==> src/hw/rtl/assert_macros.svh <==
// Assertion macros used by the top RTL file of the priority queue.
`ifndef ASSERT_MACROS_SVH
`define ASSERT_MACROS_SVH

// Property checked at every clock edge outside reset
`define APQ_ASSERT(lbl, prop, msg) \
    lbl: assert property (@(posedge i_clk) disable iff (!i_rst_n) prop) \
        else $error(msg);

// Property checked in the cycle after a trigger
`define APQ_ASSERT_NEXT(lbl, trig, prop, msg) \
    lbl: assert property (@(posedge i_clk) disable iff (!i_rst_n) (trig) |=> (prop)) \
        else $error(msg);

`endif

==> src/hw/rtl/apq_pkg.sv <==
// Types and constants of the array priority queue.
`timescale 1ns / 1ps

package apq_pkg;

    // Queue geometry
    localparam int DEPTH   = 16;
    localparam int IDX_W   = $clog2(DEPTH);
    localparam int CNT_W   = $clog2(DEPTH + 1);

    // Payload field widths
    localparam int VALUE_W = 32;
    localparam int PRIO_W  = 16;
    localparam int WORD_W  = VALUE_W + PRIO_W;

    // Stream widths
    localparam int ACT_W        = 2;
    localparam int STAT_W       = 3;
    localparam int IN_TDATA_W   = 48;
    localparam int OUT_TDATA_W  = 56;
    localparam int OUT_PAD_W    = OUT_TDATA_W - WORD_W - 2;

    // Action codes; code three is served as clear
    localparam logic [ACT_W-1:0] ACT_ENQ = 2'd0;
    localparam logic [ACT_W-1:0] ACT_DEQ = 2'd1;
    localparam logic [ACT_W-1:0] ACT_CLR = 2'd2;

    // Result status codes
    typedef enum logic [STAT_W-1:0] {
        STAT_ENQUEUED  = 3'd0,
        STAT_OVERFLOW  = 3'd1,
        STAT_DEQUEUED  = 3'd2,
        STAT_UNDERFLOW = 3'd3,
        STAT_CLEARED   = 3'd4
    } t_status;

    // Sequencer states
    typedef enum logic [1:0] {
        ST_IDLE,
        ST_SCAN,
        ST_SHIFT
    } t_state;

endpackage

==> src/hw/rtl/apq_ram.sv <==
// Generic simple dual-port RAM with registered read.
`timescale 1ns / 1ps

module apq_ram #(
    parameter int WIDTH = 8,
    parameter int DEPTH = 16
) (
    input  logic                     i_clk,
    input  logic                     i_wr_en,
    input  logic [$clog2(DEPTH)-1:0] i_wr_addr,
    input  logic [WIDTH-1:0]         i_wr_data,
    input  logic                     i_rd_en,
    input  logic [$clog2(DEPTH)-1:0] i_rd_addr,
    output logic [WIDTH-1:0]         o_rd_data
);

    logic [WIDTH-1:0] r_mem [DEPTH];
    logic [WIDTH-1:0] r_rd_data;

    // Write port
    always_ff @(posedge i_clk) begin
        if (i_wr_en) begin
            r_mem[i_wr_addr] <= i_wr_data;
        end
    end

    // Registered read port
    always_ff @(posedge i_clk) begin
        if (i_rd_en) begin
            r_rd_data <= r_mem[i_rd_addr];
        end
    end

    assign o_rd_data = r_rd_data;

endmodule

==> src/hw/rtl/array_priority_queue.sv <==
// Bounded priority queue kept in arrival order, with a scanning dequeue.
`timescale 1ns / 1ps
`include "assert_macros.svh"

// Holds up to DEPTH (value, priority) entries in one RAM in arrival order.
// Enqueue, clear, overflow and underflow finish in the accept cycle and their
// result sits in the output register in the next cycle. A dequeue with N held
// entries scans all N through the single RAM read port to find the highest
// priority (oldest wins on a tie), then moves the entries behind it one place
// forward through the same port, one entry a cycle. The block takes a new
// transfer only when idle and the output register is free or being drained
// in that cycle.
module array_priority_queue (
    input  logic                               i_clk,
    input  logic                               i_rst_n,
    // Input stream
    input  logic                               s_axis_tvalid,
    output logic                               s_axis_tready,
    input  logic [apq_pkg::IN_TDATA_W-1:0]     s_axis_tdata,  // item_value, item_priority
    input  logic [apq_pkg::ACT_W-1:0]          s_axis_tuser,  // action
    // Result stream
    output logic                               m_axis_tvalid,
    input  logic                               m_axis_tready,
    output logic [apq_pkg::OUT_TDATA_W-1:0]    m_axis_tdata,  // out_value, out_priority,
                                                              // is_empty, is_full, zero pad
    output logic [apq_pkg::STAT_W-1:0]         m_axis_tuser   // status
);

    import apq_pkg::*;

    // Sequencer and queue state
    t_state              r_state, n_state;
    logic [CNT_W-1:0]    r_count, n_count;
    logic [CNT_W-1:0]    r_rd_idx, n_rd_idx;
    logic                r_pend;
    logic [IDX_W-1:0]    r_pend_idx, n_pend_idx;
    logic [IDX_W-1:0]    r_best_idx, n_best_idx;
    logic [PRIO_W-1:0]   r_best_prio, n_best_prio;
    logic [VALUE_W-1:0]  r_best_val, n_best_val;

    // Output register
    logic                r_ovalid, n_ovalid;
    t_status             r_status, n_status;
    logic [VALUE_W-1:0]  r_oval, n_oval;
    logic [PRIO_W-1:0]   r_oprio, n_oprio;
    logic                r_empty, n_empty;
    logic                r_full, n_full;

    // RAM ports
    logic                ram_we;
    logic [IDX_W-1:0]    ram_wr_addr;
    logic [WORD_W-1:0]   ram_wr_data;
    logic                ram_re;
    logic [IDX_W-1:0]    ram_rd_addr;
    logic [WORD_W-1:0]   ram_rd_data;

    // Input decode
    logic                in_xfer;
    logic [ACT_W-1:0]    in_action;
    logic [VALUE_W-1:0]  in_value;
    logic [PRIO_W-1:0]   in_prio;
    logic [PRIO_W-1:0]   rd_prio;
    logic [VALUE_W-1:0]  rd_value;
    logic                rd_done;
    logic                load_out;

    assign s_axis_tready = (r_state == ST_IDLE) && (!r_ovalid || m_axis_tready);
    assign in_xfer       = s_axis_tvalid && s_axis_tready;
    assign in_action     = s_axis_tuser;
    assign in_value      = s_axis_tdata[VALUE_W-1:0];
    assign in_prio       = s_axis_tdata[WORD_W-1:VALUE_W];
    assign rd_value      = ram_rd_data[VALUE_W-1:0];
    assign rd_prio       = ram_rd_data[WORD_W-1:VALUE_W];
    // all reads issued and the last one consumed
    assign rd_done       = (r_rd_idx == r_count) && !r_pend;

    // Entry storage: priority in the upper bits, value in the lower
    apq_ram #(
        .WIDTH (WORD_W),
        .DEPTH (DEPTH)
    ) u_entries (
        .i_clk     (i_clk),
        .i_wr_en   (ram_we),
        .i_wr_addr (ram_wr_addr),
        .i_wr_data (ram_wr_data),
        .i_rd_en   (ram_re),
        .i_rd_addr (ram_rd_addr),
        .o_rd_data (ram_rd_data)
    );

    // Next state
    always_comb begin
        n_state = r_state;
        unique case (r_state)
            ST_IDLE: begin
                if (in_xfer && in_action == ACT_DEQ && r_count != '0) begin
                    n_state = ST_SCAN;
                end
            end
            ST_SCAN: begin
                if (rd_done) begin
                    n_state = ST_SHIFT;
                end
            end
            ST_SHIFT: begin
                if (rd_done) begin
                    n_state = ST_IDLE;
                end
            end
            default: n_state = ST_IDLE;
        endcase
    end

    // Datapath control and result
    always_comb begin
        n_count     = r_count;
        n_rd_idx    = r_rd_idx;
        n_pend_idx  = r_pend_idx;
        n_best_idx  = r_best_idx;
        n_best_prio = r_best_prio;
        n_best_val  = r_best_val;
        n_ovalid    = r_ovalid && !m_axis_tready;
        n_status    = r_status;
        n_oval      = r_oval;
        n_oprio     = r_oprio;
        n_empty     = r_empty;
        n_full      = r_full;
        ram_we      = 1'b0;
        ram_wr_addr = r_count[IDX_W-1:0];
        ram_wr_data = {in_prio, in_value};
        ram_re      = 1'b0;
        ram_rd_addr = r_rd_idx[IDX_W-1:0];
        load_out    = 1'b0;

        unique case (r_state)
            ST_IDLE: begin
                if (in_xfer) begin
                    n_oval  = '0;
                    n_oprio = '0;
                    unique case (in_action)
                        ACT_ENQ: begin
                            load_out = 1'b1;
                            if (r_count == CNT_W'(DEPTH)) begin
                                n_status = STAT_OVERFLOW;
                            end else begin
                                ram_we   = 1'b1;
                                n_count  = r_count + CNT_W'(1);
                                n_status = STAT_ENQUEUED;
                            end
                        end
                        ACT_DEQ: begin
                            if (r_count == '0) begin
                                load_out = 1'b1;
                                n_status = STAT_UNDERFLOW;
                            end else begin
                                n_rd_idx = '0;
                            end
                        end
                        default: begin
                            // clear, and the unused code three
                            load_out = 1'b1;
                            n_count  = '0;
                            n_status = STAT_CLEARED;
                        end
                    endcase
                end
            end
            ST_SCAN: begin
                // issue the next read
                if (r_rd_idx != r_count) begin
                    ram_re     = 1'b1;
                    n_rd_idx   = r_rd_idx + CNT_W'(1);
                    n_pend_idx = r_rd_idx[IDX_W-1:0];
                end
                // strict greater keeps the oldest on a tie
                if (r_pend && (r_pend_idx == '0 || rd_prio > r_best_prio)) begin
                    n_best_idx  = r_pend_idx;
                    n_best_prio = rd_prio;
                    n_best_val  = rd_value;
                end
                if (rd_done) begin
                    n_rd_idx = CNT_W'(r_best_idx) + CNT_W'(1);
                end
            end
            ST_SHIFT: begin
                // read entry k, write it back at k-1 next cycle
                if (r_rd_idx != r_count) begin
                    ram_re     = 1'b1;
                    n_rd_idx   = r_rd_idx + CNT_W'(1);
                    n_pend_idx = r_rd_idx[IDX_W-1:0];
                end
                if (r_pend) begin
                    ram_we      = 1'b1;
                    ram_wr_addr = r_pend_idx - IDX_W'(1);
                    ram_wr_data = ram_rd_data;
                end
                if (rd_done) begin
                    load_out = 1'b1;
                    n_count  = r_count - CNT_W'(1);
                    n_status = STAT_DEQUEUED;
                    n_oval   = r_best_val;
                    n_oprio  = r_best_prio;
                end
            end
            default: ;
        endcase

        // flags follow the count after this step
        if (load_out) begin
            n_ovalid = 1'b1;
            n_empty  = (n_count == '0);
            n_full   = (n_count == CNT_W'(DEPTH));
        end
    end

    // Control registers
    always_ff @(posedge i_clk) begin
        if (!i_rst_n) begin
            r_state  <= ST_IDLE;
            r_count  <= '0;
            r_rd_idx <= '0;
            r_pend   <= 1'b0;
            r_ovalid <= 1'b0;
        end else begin
            r_state  <= n_state;
            r_count  <= n_count;
            r_rd_idx <= n_rd_idx;
            r_pend   <= ram_re;
            r_ovalid <= n_ovalid;
        end
    end

    // Payload registers
    always_ff @(posedge i_clk) begin
        r_pend_idx  <= n_pend_idx;
        r_best_idx  <= n_best_idx;
        r_best_prio <= n_best_prio;
        r_best_val  <= n_best_val;
        r_status    <= n_status;
        r_oval      <= n_oval;
        r_oprio     <= n_oprio;
        r_empty     <= n_empty;
        r_full      <= n_full;
    end

    assign m_axis_tvalid = r_ovalid;
    assign m_axis_tuser  = r_status;
    assign m_axis_tdata  = {{OUT_PAD_W{1'b0}}, r_full, r_empty, r_oprio, r_oval};

    // Checks
    `APQ_ASSERT(a_count_bound, (r_count <= CNT_W'(DEPTH)), "entry count above depth")
    `APQ_ASSERT(a_flags_match,
                r_ovalid |-> (r_empty == (r_count == '0) &&
                              r_full == (r_count == CNT_W'(DEPTH))),
                "result flags disagree with count")
    `APQ_ASSERT(a_busy_no_result, (r_state != ST_IDLE) |-> !r_ovalid, "result pending during dequeue")
    `APQ_ASSERT_NEXT(a_deq_count, r_state == ST_SHIFT && rd_done,
                     r_count == $past(r_count) - CNT_W'(1),
                     "dequeue did not remove one entry")

endmodule
==> config.mk <==
export PLATFORM = sky130hd
export DESIGN_NAME = array_priority_queue
export DESIGN_NICKNAME = d
export VERILOG_FILES = /design/src/hw/rtl/apq_pkg.sv /design/src/hw/rtl/apq_ram.sv /design/src/hw/rtl/array_priority_queue.sv
export VERILOG_INCLUDE_DIRS = /design/src /design/src/hw/rtl
export SDC_FILE = /design/constraint.sdc
export NUM_CORES = 1
export LEC_CHECK = 0
export ABC_AREA = 0
export BUFFER_PORTS_ARGS = -buffer_cell sky130_fd_sc_hd__clkbuf_2
export CORE_MARGIN = 2
export CORE_UTILIZATION = 45
export DETAILED_ROUTE_END_ITERATION = 16
export PLACE_DENSITY = 0.65
export SLEW_MARGIN = 30
export SYNTH_ARGS = -nofsm -noshare
export SYNTH_HDL_FRONTEND = slang
export SYNTH_SLANG_ARGS = --single-unit
==> constraint.sdc <==
create_clock -name i_clk -period 4.3 [get_ports i_clk]
set_input_delay 0.43 -clock i_clk [delete_from_list [all_inputs] [get_ports i_clk]]
set_output_delay 0.43 -clock i_clk [all_outputs]
set_load 0.1 [all_outputs]
# Yosys cells after proc, flatten, opt, wreduce, memory -nomap -nowiden
# Memories as Yosys holds them, arrays and structs flattened. A register that Yosys moved wholly into a read port is not among the register bits.
# Index checks and enable logic that the tools add are counted.
[word_totals] output_inout_bits=61 latch_bits=0 input_bits=54 mem_bits_rw=768 romBits=0 wordCells=108 mem_count=1 reg_bits=123
[op_classes] n_mux=46 n_addsub=5 shifts=0 n_eq_ne=14 n_reduce_logical=27 magnitude_cmp=1 bitwise=0 n_div=0 n_mul=0
[mem_list] memory="u_entries.r_mem" depth=16 width=48 read_ports=1 rd_ports_with_merged_regs=1 write_ports=1 line="apq_ram.sv:17" source="logic [WIDTH-1:0] r_mem [DEPTH];"
[ops] cell="48-bit two-way mux" count=2
[ops] cell="32-bit two-way mux" count=2
[ops] cell="32-bit case mux with 2 select lines" count=1
[ops] cell="5-bit two-way mux" count=8
[ops] cell="16-bit two-way mux" count=2
[ops] cell="16-bit case mux with 2 select lines" count=1
[ops] cell="5-bit case mux with 2 select lines" count=2
[ops] cell="16-bit greater-than comparator" count=1
[ops] cell="5-bit case mux with 3 select lines" count=1
[ops] cell="1-bit two-way mux" count=14
[ops] cell="3-bit case mux with 2 select lines" count=2
[ops] cell="5-bit by 1-bit adder with 5-bit output (second input constant)" count=2
[ops] cell="5-bit equality test (second input constant)" count=2
[ops] cell="5-bit zero test" count=2
[ops] cell="3-bit two-way mux" count=3
[ops] cell="4-bit two-way mux" count=2
[ops] cell="2-bit != test (second input constant)" count=4
[ops] cell="4-bit AND reduction" count=2
[ops] cell="1-bit logical AND" count=7
[ops] cell="2-bit two-way mux" count=3
[ops] cell="2-bit case mux with 3 select lines" count=1
[ops] cell="3-bit AND reduction" count=2
[ops] cell="4-bit by 1-bit adder with 5-bit output (second input constant)" count=1
[ops] cell="5-bit equality test" count=1
[ops] cell="17 further kinds" count=25

# Depth between registers and ports, before layout
# Gate-level depths: netlist (run 1).
[depth] depth_word=8 ltp_mapped=10 ltp_nobuf=8

# Modules after synthesis
# From an unflattened synthesis (run 1), not the netlist that was laid out.
[hier_totals] hier_cells=1724 area_unflattened_um2=36309.8
[modules_own_cells] module="apq_ram" area_each_um2=30171.4 cells_per_inst=1242 instances=1 seq_area_each_um2=24503.5
[modules_own_cells] module="array_priority_queue" area_each_um2=6138.4 cells_per_inst=482 instances=1 seq_area_each_um2=3553.4

# Worst setup path after synthesis (run 1)
# OpenSTA, ideal clock, no wires.
[synth_path] path_type="register -> register" startpoint="register r_count[0]" endpoint="register r_status[0] (netlist: m_axis_tuser[0]), enable pin" stages_incl_launch_ff=8 arrival_time_ps=4083 period_less_slack_ps=4430 path_buffers=1 setup_time_ps=348 required_ps=3952 path_slack_ps=-130 path_cell_list="dfxtp_1 buf_2 xnor2_1 nand2_1 nor3_2 nand2_1 a22oi_1 a21boi_0"
[synth_between] elab_chain_cells=4 elab_cells_between_ends=6 cone_classes="eq/ne: 3; reduce/logical: 3"
[synth_rtl] item="from (decl)" line="array_priority_queue.sv:33" source="logic [CNT_W-1:0] r_count, n_count;"
[synth_rtl] item="from (signal assigned)" line="array_priority_queue.sv:226" source="r_count <= n_count;"
[synth_rtl] item="5-bit equality test" line="array_priority_queue.sv:75" source="assign rd_done = (r_rd_idx == r_count) && !r_pend;"
[synth_rtl] item="1-bit logical AND" line="array_priority_queue.sv:75"
[synth_rtl] item="2-bit != test (no source line)"
[synth_rtl] item="4-bit AND reduction (no source line) *"
[synth_rtl] item="to (signal assigned)" line="array_priority_queue.sv:239" source="r_status <= n_status;"
[synth_rtl] item="to (decl)" line="array_priority_queue.sv:43" source="t_status r_status, n_status;"
# Mark *: on every way between the ends. The rest lies on a longest branch, timed or not.
# A chain may end at the register's enable or synchronous reset.

# Final worst setup path (run 1)
[layout_path] startpoint="register r_state[0]" endpoint="memory u_entries.r_mem[8][20] (netlist name), enable pin"
[layout_between] elab_chain_cells=7 elab_cells_between_ends=9 cone_classes="eq/ne: 1; mux: 5; reduce/logical: 3"
[layout_rtl] item="from (decl)" line="array_priority_queue.sv:32" source="t_state r_state, n_state;"
[layout_rtl] item="from (signal assigned)" line="array_priority_queue.sv:225" source="r_state <= n_state;"
[layout_rtl] item="2-bit zero test" line="array_priority_queue.sv:67, array_priority_queue.sv:135"
[layout_rtl] item="1-bit logical AND" line="array_priority_queue.sv:67" source="assign s_axis_tready = (r_state == ST_IDLE) && (!r_ovalid || m_axis_tready);"
[layout_rtl] item="1-bit logical AND" line="array_priority_queue.sv:68" source="assign in_xfer = s_axis_tvalid && s_axis_tready;"
[layout_rtl] item="1-bit two-way mux" line="array_priority_queue.sv:137" source="if (in_xfer) begin"
[layout_rtl] item="1-bit case mux with 2 select lines" line="array_priority_queue.sv:135" source="unique case (r_state)"
[layout_rtl] item="1-bit two-way mux" line="apq_ram.sv:22" source="if (i_wr_en) begin"
[layout_rtl] item="1-bit two-way mux (implied by the code)" line="apq_ram.sv:23" source="r_mem[i_wr_addr] <= i_wr_data;"
[layout_rtl] item="to (decl)" line="apq_ram.sv:17"
# Several ways; a longest one is shown, not always the timed one.

==> impl_metrics.toml, run 1 <==
[yosys]
synth_edf_count = 925
syn_inst = 1620
synth-warning-count = 0
synth_area_mm2 = 0.0364
synth_cell_type_count = 59
yosysSeqAreaShare = 0.771
avgSynthCellArea_um2 = 22.5
async_flop_share = 0
synthFlopType = "edfxtp_1"
ys_ff_latch = 939

[min_path]
min_delay_path_depth = 3
hold_path.class = "in2reg"

[setup_path]
worstSetupStartpointType = "flip-flop"
ff2ff_setup_slack_ns = 0.68
r2r_cells = 9
arrival_ns = 3.94
worst_setup_path_end_kind = "flip-flop"
critPathKind = "reg2reg"
cp_max_fo = 35
crit_required_ns = 4.62

[detailed_routing]
dr.first_iter.drc_count = 1463
antenna_left = 0
routedWlPerCell_um = 25.8
viasPerCell = 5.64
drtPass1Iterations = 7
dr_total_vias = 16500
detail_route.drc_violations = 0
wirelength_mm = 75.4

[global_routing]
globalRouteTotalUtil = 0.185
grt_pass1_vias = 17400
grt_pass1_wl_mm = 113
grt-ovfl-total = 0
antenna_found_initial = 2
grt_max_degree = 149

[timing]
post-route-period-util = 0.842
max_freq_ghz = 0.276
hold_viol = 0
fin_ws_ns = 0.681
worst_pin_slew_ns = 1.02
slew_violations = 0
setup_viol = 0
finalSetupTns_ns = 0
skew_ns = 0.0344
post-route-min-period_ns = 3.62
rsz0062_at_grt = "false"
slew_headroom = 0.318

[floorplanning]
dieArea_mm2 = 0.0832
rows = 104
io_pins = 115
initial_utilization = 0.453
core_mm2 = 0.0803
die_w_um = 288
die_h_um = 288

[layout]
mostFrequentLayoutCells = "925 x edfxtp_1, 240 x mux4_2, 109 x clkbuf_2, 94 x clkbuf_16, 49 x mux2_2"
fillCellCount = 6166
final_util = 0.517
fin_area_mm2 = 0.0415
finalNetCount = 1870
antenna_cells = 0
syn2layout_area_growth_pct = 14.1
layout_commonest_cell = "edfxtp_1"
layout.cells.non_filler = 2923
drive_gt1_frac = 0.329

[job]
maxCapViolCount = 0

[clock_network]
ctsHoldBuffers = 0
cts_buffers = 93
clockBufferDepth = 3
cts-resized-gates = 0
cts_setup_buffers = 0
clkTransAtPathRegs_ns = 0.06
cts.htree.levels = 3
clk_latency_ns = 0.66
root_buffer = "clkbuf_16"
cts_tree = "done"
cts.sinks = 939

[placement]
place_ws_ns = 0.817
post_dp_cell_area_mm2 = 0.0385
gp_congestion = 0.755
numPlacedInstances = 2751
io_buffers = 108
hpwl_mm = 41.3

[outcome]
status = "completed"

[pwr]
vdd_ir_drop_max_mv = 0.270
switching_power_w = 0.00564
p_clk_frac = 0.376
seqPwrFrac = 0.502
power.leakage_nw = 13.0
p_int_w = 0.0153
power_density_mw_per_mm2 = 504
p_sw_frac = 0.269
comb_power_share = 0.121
[cell usage after synthesis, types with 3 or more instances]
| cell type | n | area (um2) |
|---|---|---|
| nor3b_1 | 4 | 30.0 |
| nor3_1 | 8 | 40.0 |
| o21ai_0 | 12 | 60.1 |
| and2_1 | 41 | 257 |
| nand3_1 | 12 | 60.1 |
| a32oi_1 | 4 | 35.0 |
| o21a_1 | 6 | 45.0 |
| clkbuf_1 | 43 | 161 |
| mux2i_1 | 7 | 70.1 |
| and3_1 | 5 | 31.3 |
| a21boi_0 | 3 | 22.5 |
| edfxtp_1 | 925 | 27800 |
| a21oi_1 | 5 | 25.0 |
| ha_1 | 27 | 338 |
| buf_1 | 11 | 41.3 |
| dfxtp_1 | 14 | 280 |
| nand4_1 | 4 | 25.0 |
| nand2_1 | 29 | 109 |
| nor2_1 | 46 | 173 |
| o31ai_1 | 5 | 37.5 |
| xnor2_1 | 7 | 61.3 |
| buf_2 | 23 | 115 |
| nor2b_1 | 9 | 56.3 |
| inv_1 | 24 | 90.1 |
| a21o_1 | 4 | 30.0 |
| mux2_2 | 49 | 552 |
| mux4_2 | 240 | 5410 |
| buf_4 | 9 | 67.6 |
[registers in the layout (all words and copies together) (netlist names), 2 cells and up]
name / cells
u_entries.r_mem: 768
r_rd_idx: 5
r_count: 5
r_best_prio: 16
r_oval: 32
r_pend_idx: 4
u_entries.o_rd_data: 48
r_best_val: 32
r_best_idx: 4
r_oprio: 16
m_axis_tuser: 3
r_state: 2
[layer usage]
layer / up-vias / track usage / part of all wire
met5: - / 0 / 0
met4: 0 / 0.0532 / 0.020
met3: 87 / 0.0307 / 0.059
met2: 507 / 0.294 / 0.48
met1: 8799 / 0.265 / 0.44
li1: 7104 / - / -
[worst max-delay path: stages (launching register included)]
cell and delay [ns]:
dfxtp_1 0.33, inv_1 0.11, ha_1 0.44, nand2_1 0.14, nor3_1 0.60, and3_1 0.31, a32oi_1 0.19, clkbuf_2 0.25
nor2_4 0.52, buf_12 0.35
[per-stage QoR]
stage | hold WS (ns) | total power (W)
after floorplan | 0.403 | 0.0128
after global placement | 0.427 | 0.0132
after detailed placement | 0.432 | 0.0133
after CTS | 0.134 | 0.0211
after global routing | 0.181 | 0.0216
final | 0.173 | 0.0209
[final cells by class]
type | instances | area, um2 | area share
flip-flops and latches | 939 | 28100 | 0.676
clock buffers | 114 | 2430 | 0.0585
inverters | 24 | 90.1 | 0.00217
repair buffers | 155 | 1040 | 0.0251
multi-input cells | 576 | 8020 | 0.193
clock inverters | 55 | 536 | 0.0129
well taps | 1060 | 1330 | 0.0320
[final timing paths]
check	start	end
max reg2reg	r_state[0]	u_entries.r_mem[8][20]
min	m_axis_tready	m_axis_tvalid
max	r_state[0]	u_entries.r_mem[8][20]
min reg2reg	u_entries.o_rd_data[0]	r_best_val[0]
[kinds of logic after synthesis]
| logic type | share of synthesized area |
|---|---|
| adders and majority gates | 0.00928 |
| xor gates and xnor gates | 0.00306 |
| AOI/OAI and AO/OA | 0.0128 |
| DFF | 0.771 |
| buffers and inverters | 0.0131 |
| muxes | 0.166 |
| and+or+nand+nor | 0.0251 |
| other | 0.000103 |
[power by group through the flow]
stage               combinational (W)  clock [W]  sequential [W]
detailed placement            0.00255          0          0.0107
floorplan                    0.000631          0          0.0121
global placement              0.00252          0          0.0107
finish                        0.00254    0.00788          0.0105
CTS                           0.00256    0.00805          0.0105
global route                  0.00265    0.00839          0.0105
No activity file was read; power rests on OpenSTA's default activity.
==> inputs of run 2 (changes only) <==
--- a/config.mk
+++ b/config.mk
@@ -6,7 +6,7 @@
 export SDC_FILE = /design/constraint.sdc
 export NUM_CORES = 1
 export LEC_CHECK = 0
-export ABC_AREA = 0
+export ABC_AREA = 1
 export BUFFER_PORTS_ARGS = -buffer_cell sky130_fd_sc_hd__clkbuf_2
 export CORE_MARGIN = 2
 export CORE_UTILIZATION = 45
==> constraint.sdc (replaced) <==
create_clock -name i_clk -period 3.1 [get_ports i_clk]
set_input_delay 0.31 -clock i_clk [delete_from_list [all_inputs] [get_ports i_clk]]
set_output_delay 0.31 -clock i_clk [all_outputs]
set_load 0.1 [all_outputs]
==> impl_metrics.toml, run 2 <==
[yosys]
synthFlopType = "edfxtp_1"
avgSynthCellArea_um2 = 13.5
synth.most_common_cell = "edfxtp_1"
synth_cell_type_count = 33
synth_commonest_cells = "925 x edfxtp_1, 464 x nor2_1, 402 x nand2_1, 208 x o21ai_0, 118 x clkbuf_1"
syn_inst = 2776
synth_edf_count = 925
async_flop_share = 0
ys_top_cells_by_area = "edfxtp_1 74%, nor2_1 4.7%, nand2_1 4.0%"
yosys.area.top_type = "edfxtp_1"
synth-warning-count = 0
yosysSeqAreaShare = 0.749
synth_top_area_share = 0.742
synth_area_mm2 = 0.0374
ys_ff_latch = 939

[clock_network]
cts.htree.levels = 3
cts_buffers = 96
cts.sinks = 939
cts_tree = "done"
clockBufferDepth = 3
root_buffer = "clkbuf_16"
clkTransAtPathRegs_ns = 0.06
clk_latency_ns = 0.65

[floorplanning]
dieArea_mm2 = 0.0855
rows = 105
initial_utilization = 0.455
core_mm2 = 0.0822
die_w_um = 292
io_pins = 115
die_h_um = 292

[timing]
hold_ws_ns = 0.0748
max_freq_ghz = 0.340
post-route-min-period_ns = 2.94
post-route-period-util = 0.948
worst_pin_slew_ns = 1.12
setup_viol = 0
slew_violations = 0
slew_headroom = 0.250
hold_viol = 0
rsz0062_at_grt = "false"
skew_ns = 0.0314

[setup_path]
r2r_cells = 10
worst_setup_path_end_kind = "flip-flop"
crit_path_end = "u_entries.r_mem[0][12]"
critPathLaunch = "r_count[1]"
cp_max_fo = 21
crit_required_ns = 3.39
reg2reg_to = "u_entries.r_mem[0][12]"
critPathKind = "reg2reg"
r2r_start = "r_count[1]"
worstSetupStartpointType = "flip-flop"
ff2ff_setup_slack_ns = 0.16
arrival_ns = 3.23

[layout]
layout.cells.non_filler = 4034
syn2layout_area_growth_pct = 14.7
mostFrequentLayoutCells = "925 x edfxtp_1, 446 x nor2_1, 401 x nand2_1, 208 x o21ai_0, 113 x o32ai_1"
largest_reg_flops = 768
finalNetCount = 2966
largest_register = "u_entries.r_mem"
antenna_cells = 0
drive_gt1_frac = 0.121
layout_commonest_cell = "edfxtp_1"

[pwr]
power.leakage_nw = 14.8
vdd_ir_drop_max_mv = 0.577
power_density_mw_per_mm2 = 770

[global_routing]
globalRouteTotalUtil = 0.211
antenna_found_initial = 0
grt_max_degree = 214
grt_pass1_vias = 22900
grt_pass1_wl_mm = 138
grt-ovfl-total = 0

[detailed_routing]
routedWlPerCell_um = 22.5
antenna_left = 0
dr_total_vias = 23000
detail_route.drc_violations = 0
drtPass1Iterations = 5
viasPerCell = 5.69
dr.first_iter.drc_count = 2193
wirelength_mm = 90.9

[job]
maxCapViolCount = 0

[placement]
numPlacedInstances = 3855
io_buffers = 108
hpwl_mm = 50.1
gp_congestion = 0.874

[outcome]
status = "completed"

[min_path]
hold_path.class = "in2reg"
## run 2: changes by cell type in the layout (fill, tap and decap cells not counted), moves of 49 or more
| cell | before | now |
|---|---|---|
| nor2_1 | 30 | 446 |
| nand2_1 | 29 | 401 |
| mux4_2 | 240 | 0 |
| o21ai_0 | 12 | 208 |
| o32ai_1 | 0 | 113 |
| nand3_1 | 12 | 102 |
| o221ai_1 | 0 | 79 |
| inv_1 | 24 | 101 |
| mux2i_1 | 7 | 79 |
| mux2_2 | 49 | 0 |
## run 2: worst min path at each step
| stage | endpoint | from | cells after the start |
|---|---|---|---|
| 3_3_place_gp | r_best_prio[0] | u_entries.o_rd_data[32] | 0 |
| 4_1_cts | m_axis_tuser[2] | s_axis_tuser[1] | 3 |
| 2_1_floorplan | r_pend_idx[2] | r_rd_idx[2] | 0 |
| 3_5_place_dp | r_best_prio[0] | u_entries.o_rd_data[32] | 0 |
| 6_report | m_axis_tvalid | m_axis_tready | 6 |
| 5_1_grt | m_axis_tuser[2] | s_axis_tuser[1] | 3 |
## run 2: layout make-up
class | instances | area (um2)
clock buffer | 108 | 2490
clock inverter | 69 | 818
fill | 6719 | 39300
inverter | 109 | 417
multi-input combinational | 1557 | 8320
sequential | 939 | 28100
tap | 1070 | 1340
timing repair buffer | 182 | 1500
## run 2: logic make-up after synthesis
| family | after synthesis | share of synthesized area |
|---|---|---|
| xor+xnor | 14 | 0.00327 |
| buf+inv | 285 | 0.0331 |
| fa+ha+maj | 27 | 0.00902 |
| flops | 939 | 0.749 |
| other cells | 1 | 0.000100 |
| mux | 79 | 0.0211 |
| simple gates | 988 | 0.104 |
| compound gates | 443 | 0.0799 |
## run 2: repair_timing
item	4_1_cts	5_1_grt
buffers inserted	0	0
resized for setup	0	0
hold buffers	1	0
endpoints found under the hold margin	4	0
## run 2: metrics by stage
step                      total power [W]  utilization  TNS [ns]  instance area (um2)  worst slack (ns)
after CTS                          0.0333        0.522         0                42900             0.205
after global placement             0.0212        0.481         0                39600             0.287
final                              0.0331        0.522         0                43000             0.162
after floorplan                    0.0199            -    -77.60                37600            -0.202
after detailed placement           0.0213        0.482         0                39600             0.274
after global routing               0.0341        0.522         0                43000            0.0381
## run 2: routing by layer
metal	share of wire	up-vias	global-route usage
li1	-	10400	-
met5	0	-	0
met3	0.061	159	0.0302
met1	0.42	11600	0.288
met2	0.49	837	0.349
met4	0.028	0	0.0697
## run 2: where the power goes
group          switching, W  internal, W
Combinational       0.00487     0.000948
Clock               0.00480      0.00721
Sequential         0.000277       0.0150
Total               0.00995       0.0231
## run 2: worst max-delay path, cell delays in order, from the launching register on
cell	delay (ns)
dfxtp_1	0.52
inv_1	0.19
ha_1	0.24
nand3_1	0.13
nand2_1	0.08
inv_1	0.10
nand2_1	0.09
nand2_1	0.18
nand3_1	0.40
nor2_4	0.27
buf_4	0.36
==> inputs of run 3 (changes only) <==
--- a/config.mk
+++ b/config.mk
@@ -15,4 +15,5 @@
 export SLEW_MARGIN = 30
 export SYNTH_ARGS = -nofsm -noshare
 export SYNTH_HDL_FRONTEND = slang
+export SYNTH_HIERARCHICAL = 1
 export SYNTH_SLANG_ARGS = --single-unit
==> impl_metrics.toml, run 3 <==
[timing]
max_freq_ghz = 0.372
post-route-period-util = 0.867
post-route-min-period_ns = 2.69
rsz0062_at_grt = "false"
slew_headroom = 0.301
finalSetupTns_ns = 0
hold_viol = 0
worst_pin_slew_ns = 1.05
slew_violations = 0
setup_viol = 0
skew_ns = 0.0261

[layout]
finalNetCount = 3962
mostFrequentLayoutCells = "1157 x nand2_1, 925 x edfxtp_1, 674 x inv_1, 603 x nand3_1, 108 x clkbuf_2"
drive_gt1_frac = 0.105
syn2layout_area_growth_pct = 12.7
layout_commonest_cell = "nand2_1"
layout.cells.non_filler = 5128
antenna_cells = 0
largest_register = "u_entries/r_mem"
largest_reg_flops = 768
fillCellCount = 7722

[floorplanning]
dieArea_mm2 = 0.0929
die_w_um = 305
core_mm2 = 0.0899
die_h_um = 305
rows = 110
initial_utilization = 0.453
io_pins = 115

[setup_path]
cp_max_fo = 17
slowest_delay_ns = 0.35
worstSetupStartpointType = "flip-flop"
crit_chain = "inv_1 -> ha_1 -> nand3_1 -> nor2_1 -> nand2_1 -> nand2_1 -> nand3b_1 -> buf_4 -> nor2_4 -> buf_12"
arrival_ns = 3.04
r2r_cells = 10
reg2reg_to = "u_entries/r_mem[6][17]"
worst_setup_path_end_kind = "flip-flop"
slowest_stage = "nor2_4"
r2r_start = "r_state[0]"
crit_required_ns = 3.45
crit_top_cell = "nand2_1"
ff2ff_setup_slack_ns = 0.41
critPathKind = "reg2reg"

[job]
maxCapViolCount = 0

[outcome]
status = "completed"

[pwr]
switching_power_w = 0.0121
seqPwrFrac = 0.446
p_int_w = 0.0236
p_clk_frac = 0.311
vdd_ir_drop_max_mv = 0.440
p_sw_frac = 0.339
comb_power_share = 0.243
power.leakage_nw = 19.3
power_density_mw_per_mm2 = 778

[clock_network]
clk_latency_ns = 0.66
cts_tree = "done"
cts_buffers = 96
clockBufferDepth = 3
clkTransAtPathRegs_ns = 0.06
cts.htree.levels = 3
root_buffer = "clkbuf_16"
cts.sinks = 939

[global_routing]
grt_max_degree = 176
antenna_found_initial = 2
grt_pass1_vias = 24900
grt-ovfl-total = 0
grt_pass1_wl_mm = 149
globalRouteTotalUtil = 0.211

[min_path]
min-delay-start = "m_axis_tready"
hold_path.class = "in2reg"
hold-path-endpoint = "m_axis_tvalid"
min_delay_path_depth = 6

[detailed_routing]
viasPerCell = 5.07
dr.first_iter.drc_count = 2670
detail_route.drc_violations = 0
routedWlPerCell_um = 19.2
wirelength_mm = 98.5
antenna_left = 0
dr_total_vias = 26000
drtPass1Iterations = 7

[yosys]
synth_area_mm2 = 0.0407
synth.most_common_cell = "nand2_1"
yosys.area.top_type = "edfxtp_1"
ys_ff_latch = 939
synth_commonest_cells = "1158 x nand2_1, 925 x edfxtp_1, 676 x inv_1, 603 x nand3_1, 82 x buf_2"
synthFlopType = "edfxtp_1"
avgSynthCellArea_um2 = 10.8
synth_cell_type_count = 36
synth_edf_count = 925
syn_inst = 3766
synth-warning-count = 6
ys_top_cells_by_area = "edfxtp_1 68%, nand2_1 11%, nand3_1 7.4%"
async_flop_share = 0
synth_top_area_share = 0.682
yosysSeqAreaShare = 0.689

[placement]
hpwl_mm = 58.6
numPlacedInstances = 4958
gp_congestion = 0.804
io_buffers = 108
run 3: what timing repair did:
action / 4_1_cts / 5_1_grt
endpoints found under the hold margin: 4 / 0
hold buffers: 1 / 0
gates resized for setup: 0 / 0
buffers inserted: 0 / 0
run 3: layer usage:
| metal | routed length [um] | up-vias | track usage |
|---|---|---|---|
| met4 | 2500 | 0 | 0.0655 |
| met1 | 41900 | 12400 | 0.289 |
| met2 | 46800 | 932 | 0.347 |
| met3 | 7250 | 149 | 0.0322 |
| li1 | - | 12500 | - |
| met5 | 0 | - | 0 |
run 3: worst max-delay path by stage:
stage / from / end / slack, ns / depth (start not counted)
finish: r_state[0] / u_entries/r_mem[6][17] / 0.41 / 10
global route: r_state[0] / r_oval[6] / 0.21 / 8
CTS: r_state[0] / r_oval[6] / 0.42 / 8
detailed placement: r_state[0] / r_oval[4] / 0.46 / 8
global placement: r_state[0] / r_oval[4] / 0.47 / 8
floorplan: m_axis_tvalid / m_axis_tuser[0] / 0.07 / 6
run 3: area by class of cell:
class	count	area [um2]	share of cell area
clock buffer	115	2470	0.0539
multi-input combinational	1963	9100	0.198
sequential	939	28100	0.612
timing repair buffer	194	1660	0.0362
inverter	687	2600	0.0566
clock inverter	54	512	0.0112
tap	1176	1470	0.0321
run 3: cells by family (layout without fill, tap and decap cells):
| logic type | after synthesis | count (layout) | synth area share |
|---|---|---|---|
| AOI/OAI and AO/OA | 48 | 48 | 0.00612 |
| xor gates and xnor gates | 12 | 12 | 0.00277 |
| adders and majority gates | 27 | 27 | 0.00830 |
| buffers and inverters | 869 | 1050 | 0.0917 |
| DFF | 939 | 939 | 0.689 |
| muxes | 47 | 47 | 0.0130 |
| other | 1 | 6 | 0.0000921 |
| and+or+nand+nor | 1823 | 1823 | 0.189 |
run 3: metrics by stage:
step | util | setup WS [ns] | hold slack [ns] | total power [W] | cell area, um2
after floorplan | - | 0.0654 | 0.408 | 0.0225 | 40900
after global placement | 0.477 | 0.469 | 0.428 | 0.0248 | 42900
after detailed placement | 0.477 | 0.456 | 0.430 | 0.0249 | 42900
after CTS | 0.511 | 0.423 | 0.0336 | 0.0360 | 45900
after global routing | 0.511 | 0.212 | 0.0694 | 0.0371 | 45900
final | 0.511 | 0.413 | 0.0689 | 0.0357 | 45900
run 3: worst max-delay path, delay by kind of cell (launching register included):
family,cells,cell delay (ns)
adders and majority gates,1,0.20
and+or+nand+nor,6,1.28
DFF,1,0.33
buffers and inverters,3,0.55
run 3: power by group through the flow:
stage                     Clock, W  Sequential, W  Combinational, W
final                       0.0111         0.0159           0.00869
after global routing        0.0118         0.0160           0.00934
after CTS                   0.0113         0.0159           0.00876
after detailed placement         0         0.0162           0.00874
after global placement           0         0.0162           0.00863
after floorplan                  0         0.0187           0.00385
